==> src/rtl/fwm_pkg.sv <==
// Shared types and codes for the first-in first-out queue with running minimum.
package fwm_pkg;

    localparam int VALUE_W = 32;
    localparam int OPCODE_W = 3;
    localparam int STATUS_W = 2;
    localparam int OCC_W = 11;

    localparam logic [OPCODE_W-1:0] OP_PUSH  = 3'd0;
    localparam logic [OPCODE_W-1:0] OP_POP   = 3'd1;
    localparam logic [OPCODE_W-1:0] OP_PEEK  = 3'd2;
    localparam logic [OPCODE_W-1:0] OP_OCC   = 3'd3;
    localparam logic [OPCODE_W-1:0] OP_CLEAR = 3'd4;
    localparam logic [OPCODE_W-1:0] OP_MIN   = 3'd5;

    localparam logic [STATUS_W-1:0] ST_OK    = 2'd0;
    localparam logic [STATUS_W-1:0] ST_EMPTY = 2'd1;
    localparam logic [STATUS_W-1:0] ST_FULL  = 2'd2;

    typedef struct packed {
        logic [OPCODE_W-1:0]       opcode;
        logic signed [VALUE_W-1:0] push_value;
    } cmd_t;

    typedef struct packed {
        logic [STATUS_W-1:0]       status;
        logic signed [VALUE_W-1:0] result_value;
        logic [OCC_W-1:0]          occupancy;
    } rsp_t;

    // Contents of one storage cell: its entry and the minimum of it and every newer entry.
    typedef struct packed {
        logic                      valid;
        logic signed [VALUE_W-1:0] value;
        logic signed [VALUE_W-1:0] smin;
    } cell_t;

    // Control broadcast to every cell.
    typedef struct packed {
        logic                      clear;
        logic                      shift;
        logic                      push;
        logic signed [VALUE_W-1:0] value;
    } cell_ctl_t;

endpackage

==> src/rtl/fwm_cell.sv <==
// One storage cell of the queue chain, holding an entry and its suffix minimum.
module fwm_cell
(
    input  logic              clk,
    input  logic              rst_n,
    input  fwm_pkg::cell_ctl_t ctl,
    input  logic              prev_valid,
    input  fwm_pkg::cell_t    next_cell,
    output fwm_pkg::cell_t    contents
);

    logic                              valid_reg;
    logic signed [fwm_pkg::VALUE_W-1:0] value_reg;
    logic signed [fwm_pkg::VALUE_W-1:0] smin_reg;
    logic                              tail_load;

    // The first empty cell behind the last occupied one takes a pushed value.
    assign tail_load = ctl.push && !valid_reg && prev_valid;

    always_ff @(posedge clk or negedge rst_n)
    begin
        if (!rst_n)
        begin
            valid_reg <= 1'b0;
        end
        else if (ctl.clear)
        begin
            valid_reg <= 1'b0;
        end
        else if (ctl.shift)
        begin
            valid_reg <= next_cell.valid;
        end
        else if (tail_load)
        begin
            valid_reg <= 1'b1;
        end
    end

    always_ff @(posedge clk)
    begin
        if (ctl.shift)
        begin
            value_reg <= next_cell.value;
            smin_reg  <= next_cell.smin;
        end
        else if (tail_load)
        begin
            value_reg <= ctl.value;
            smin_reg  <= ctl.value;
        end
        else if (ctl.push && valid_reg && (ctl.value < smin_reg))
        begin
            smin_reg <= ctl.value;
        end
    end

    assign contents = {valid_reg, value_reg, smin_reg};

endmodule

==> config.mk <==
export PLATFORM = sky130hd
export DESIGN_NAME = fwm_cell
export DESIGN_NICKNAME = d
export VERILOG_FILES = /design/src/rtl/fwm_pkg.sv /design/src/rtl/fwm_cell.sv
export SDC_FILE = /design/constraint.sdc
export NUM_CORES = 1
export LEC_CHECK = 0
export ABC_AREA = 1
export BUFFER_PORTS_ARGS = -buffer_cell sky130_fd_sc_hd__buf_2
export CAP_MARGIN = 10
export CORE_ASPECT_RATIO = 0.9
export CORE_MARGIN = 4
export CORE_UTILIZATION = 41
export DETAILED_ROUTE_END_ITERATION = 12
export GPL_ROUTABILITY_DRIVEN = 0
export PLACE_DENSITY = 0.72
export SLEW_MARGIN = 20
export SYNTH_ARGS = -nofsm -noshare
export SYNTH_HDL_FRONTEND = slang
export SYNTH_SLANG_ARGS = --single-unit
export TNS_END_PERCENT = 1
==> constraint.sdc <==
create_clock -name clk -period 3 [get_ports clk]
set_input_delay 0.15 -clock clk [delete_from_list [all_inputs] [get_ports clk]]
set_output_delay 0.15 -clock clk [all_outputs]
set_load 0.005 [all_outputs]
# After elaboration in Yosys (flattened, before gate mapping)
# Index checks and enable logic that the tools add are counted.
[totals]
inputBits = 103
latchBits = 0
ff_bits = 65
mem_bits_ro = 0
word_cells = 20
memories = 0
ram_bits = 0
out_inout_bits = 65
[classes]
magnitude_cmp = 1
n_div = 0
n_bitwise = 0
eq_ne = 0
n_addsub = 0
n_reduce_logical = 8
muxes = 8
multipliers = 0
shift = 0
[op_table]
columns = ["op", "n"]
rows = [
  ["two-way mux 32 bit", 5],
  ["less-than comparator 32 bit", 1],
  ["nonzero test 3 bit", 2],
  ["logical AND 1 bit", 4],
  ["two-way mux 1 bit", 3],
  ["nonzero test 2 bit", 1],
  ["logical NOT 1 bit", 1],
]

# Longest topological paths before layout
[logic_depth]
word_depth = 6
ltp_mapped = 15
mapped_depth_nobuf = 15

# Least setup slack after synthesis
# Ideal clock, no wire load.
[synth_path]
path_type = "flip-flop to flip-flop"
from = "register valid_reg"
to = "register smin_reg[0] (netlist bit) (enable)"
setup_slack_ps = 517
setup_ps = 389
period_less_slack_ps = 2483
path_stages_with_launch = 6
path_buffers = 0
required_ps = 2611
t_arrival_ps = 2094
path_cell_list = "dfrtp_1 inv_1 nand3_1 nand2_1 inv_1 nand2_1"
[synth_between]
elab_chain_cells = 4
word_cells_on_any_way = 6
cone_classes = "6 x reduce/logical"
[synth_lines]
columns = ["item", "line", "rtl"]
rows = [
  ["from (decl)", "fwm_cell.sv:12", "logic valid_reg;"],
  ["from (signal assigned)", "fwm_cell.sv:32", "valid_reg <= next_cell.valid;"],
  ["logical NOT 1 bit", "fwm_cell.sv:18", "assign tail_load = ctl.push && !valid_reg && prev_valid;"],
  ["logical AND 1 bit (2 in a row)", "fwm_cell.sv:18", ""],
  ["nonzero test 3 bit (no line) (*)", "-", ""],
  ["to (signal assigned)", "fwm_cell.sv:45", "smin_reg <= next_cell.smin;"],
  ["to (signal assigned)", "fwm_cell.sv:50", "smin_reg <= ctl.value;"],
  ["to (signal assigned)", "fwm_cell.sv:54", "smin_reg <= ctl.value;"],
  ["to (decl)", "fwm_cell.sv:14", "logic signed [fwm_pkg::VALUE_W-1:0] smin_reg;"],
]
# Every way passes the cells marked *; elsewhere a longest branch is shown, timed or not.
# A chain may end at the register's enable or synchronous reset.

# Worst setup path in the final report
[layout_path]
from = "register smin_reg[31] (netlist bit)"
to = "register smin_reg[27] (netlist bit) (enable)"
[layout_between]
elab_chain_cells = 3
[layout_lines]
columns = ["item", "line", "rtl"]
rows = [
  ["less-than comparator 32 bit", "fwm_cell.sv:52", "else if (ctl.push && valid_reg && (ctl.value < smin_reg))"],
  ["logical AND 1 bit", "fwm_cell.sv:52", ""],
  ["nonzero test 3 bit (no line)", "-", ""],
]
# Every way passes these cells.

==> impl_metrics.json <==
{
  "antenna_found_initial": 0,
  "grt_max_degree": 65,
  "fmax_mhz": 453.8,
  "seq_area_frac_synth": 0.5589,
  "num_vias": 3092,
  "nets": 691,
  "path_max_fanout": 24,
  "routed_via_density": 4.692,
  "wl_um": 9012,
  "clkSinkCount": 65,
  "async_reset_ff_frac": 0.01538,
  "initial_core_util": 0.4276,
  "clkLatencyLatePin_ns": 0.33,
  "cts_buffer_depth": 2,
  "die_area_sq_um": 10040,
  "grt_setup_unrepaired": "no",
  "io_pins": 168,
  "endpoint_kind": "flip-flop",
  "leakagePower_nw": 2.543,
  "crit_path_start_kind": "flip-flop",
  "clk_pin_slew_ns": 0.07,
  "drt_pass1_iterations": 4,
  "cts.repair.resized": 0,
  "tightest_slew_ns": 0.6137,
  "wl_per_cell_um": 13.68,
  "drt_iter0_drc": 100,
  "fin_setup_tns_ns": 0,
  "synthTopCellsByArea": "edfxtp_1 (55%), nand2_1 (21%), ha_1 (11%), inv_1 (4.6%), a21oi_1 (1.7%)",
  "hold_ws_ns": 0.08604,
  "fin_crit_ns": 2.203,
  "overflow": 0,
  "critPathMostFrequentCell": "nand2_1",
  "die_height_um": 95.45,
  "placementRows": 31,
  "netlist.area_leader.share": 0.5517,
  "diodes": 0,
  "hpwl_um": 7149,
  "critical_path_class": "reg2reg",
  "cp.arrival_ns": 2.23,
  "numPortBuffers": 167,
  "fillers": 772,
  "yosys_warnings": 0,
  "htreeDepth": 3,
  "critPathTopFamily": "simple AND/OR/NAND/NOR gates",
  "root_buffer": "clkbuf_8",
  "max-vdd-ir-drop_mv": 0.3325,
  "drc": 0,
  "slowest_stage": "edfxtp_1",
  "cts_tree": "yes",
  "powerDensity_nw_per_um2": 486.8,
  "holdBufCountCts": 2,
  "hold_viol_final": 0,
  "slew_headroom": 0.5908,
  "power.total_mw": 2.257,
  "critPathMaxStageDelay_ns": 0.34,
  "yosysTopAreaCell": "edfxtp_1",
  "finalSetupViolCount": 0,
  "cp_num_buf_inv": 2,
  "grt_pass1_vias": 3050,
  "syn_area_sq_um": 3483,
  "synthDistinctLibCells": 20,
  "synth_fp_nets": 518,
  "post-cts-setup-buffers": 0,
  "maxCapViolCount": 0,
  "syn_avg_cell_area_sq_um": 9.071,
  "core-area_sq_um": 8145,
  "synth_edf_count": 64,
  "synthCells": 384,
  "cts_buffers": 9,
  "postLayoutCoreUtil": 0.5691,
  "dp.cells": 643,
  "outcome": "finished, final reports clean",
  "synthFlopType": "edfxtp_1",
  "post-route-period-util": 0.7345,
  "crit_required_ns": 3.03,
  "synth_seq_cells": 65,
  "groute.usage.overall": 0.1815,
  "die_width_um": 105.2,
  "hp-class": "in2reg",
  "path_cells": "inv_1, ha_1, nand2_1, nor2_1, nor2_1, nand3_1, a21oi_2, nand2_1, nand2_1, nand3_1, nand2_2, buf_12",
  "synth.most_common_cell": "nand2_1",
  "grt_first_pass_wirelength_um": 14260,
  "final_cells": 659,
  "skew_ns": 0.008137,
  "ant_nets": 0,
  "synth_commonest_cells": "nand2_1 (194), edfxtp_1 (64), inv_1 (43)",
  "syn2layout_area_growth_pct": 33.08,
  "slew_violations": 0,
  "drive_above_1_share": 0.3393
}
power by group:
group / switching (mW) / total, mW / internal, mW
sequential: 0.0306 / 1.13 / 1.10
combinational: 0.248 / 0.446 / 0.198
clock: 0.311 / 0.677 / 0.366
total: 0.590 / 2.26 / 1.67
path summary, 6_finish.rpt:
check	to	cells past startpoint	slack (ns)	start
setup / recovery	smin_reg[27]	12	0.80	smin_reg[31]
hold / removal	smin_reg[28]	3	0.09	next_cell[28]
setup reg to reg	smin_reg[27]	12	0.80	smin_reg[31]
hold reg to reg	valid_reg	2	0.60	valid_reg
max in group asynchronous	valid_reg	2	2.77	rst_n
min in group asynchronous	valid_reg	2	0.14	rst_n
cell usage in the layout (no fill, tap or decap), drive strengths merged:
master / n
bufinv: 1
nand3: 6
inv: 43
nor3: 2
nor2: 11
dfrtp: 1
nand4: 1
buf: 171
nand2: 194
a211oi: 1
clkbuf: 9
clkinvlp: 1
a21oi: 14
dlygate4sd3: 2
edfxtp: 64
ha: 31
o21ai: 4
clkinv: 4
per-stage QoR:
| step | area, sq um | setup slack [ns] |
|---|---|---|
| 2_1_floorplan | 3483 | 0.5168 |
| 4_1_cts | 4636 | 0.7595 |
| 6_report | 4636 | 0.7965 |
| 3_5_place_dp | 4443 | 0.7736 |
| 5_1_grt | 4636 | 0.6164 |
| 3_3_place_gp | 4443 | 0.7907 |
metal layers:
| layer | vias up | track usage | routed length [um] |
|---|---|---|---|
| met2 | 113 | 0.3307 | 4557 |
| met5 | - | 0 | 0 |
| met1 | 1393 | 0.1998 | 3613 |
| met3 | 8 | 0.06364 | 732 |
| li1 | 1578 | - | - |
| met4 | 0 | 0.05902 | 109 |
worst register-to-register path, stage by stage, from the launching register on:
cell	delay (ns)
edfxtp_1	0.34
inv_1	0.04
ha_1	0.34
nand2_1	0.13
nor2_1	0.05
nor2_1	0.09
nand3_1	0.12
a21oi_2	0.15
nand2_1	0.07
nand2_1	0.05
nand3_1	0.08
nand2_2	0.21
buf_12	0.22
kinds of logic (layout without fill, tap and decap cells):
logic type               after synthesis  in the layout  synth area share
adder cells (fa/ha/maj)               31             31            0.1114
AO/OA/AOI/OAI                         19             19           0.03017
buffers and inverters                 55            231           0.06106
flip-flops                            65             65            0.5589
AND/OR/NAND/NOR                      214            214            0.2385
layout make-up:
cell class | count | area (sq um) | area share
sequential | 65 | 1947 | 0.4200
multi-input combinational | 264 | 1329 | 0.2866
inverter | 44 | 165.2 | 0.03563
clock inverter | 5 | 48.80 | 0.01053
clock buffer | 9 | 123.9 | 0.02672
tap | 99 | 123.9 | 0.02672
timing repair buffer | 173 | 898.4 | 0.1938
No activity file was read; power rests on OpenSTA's default activity.
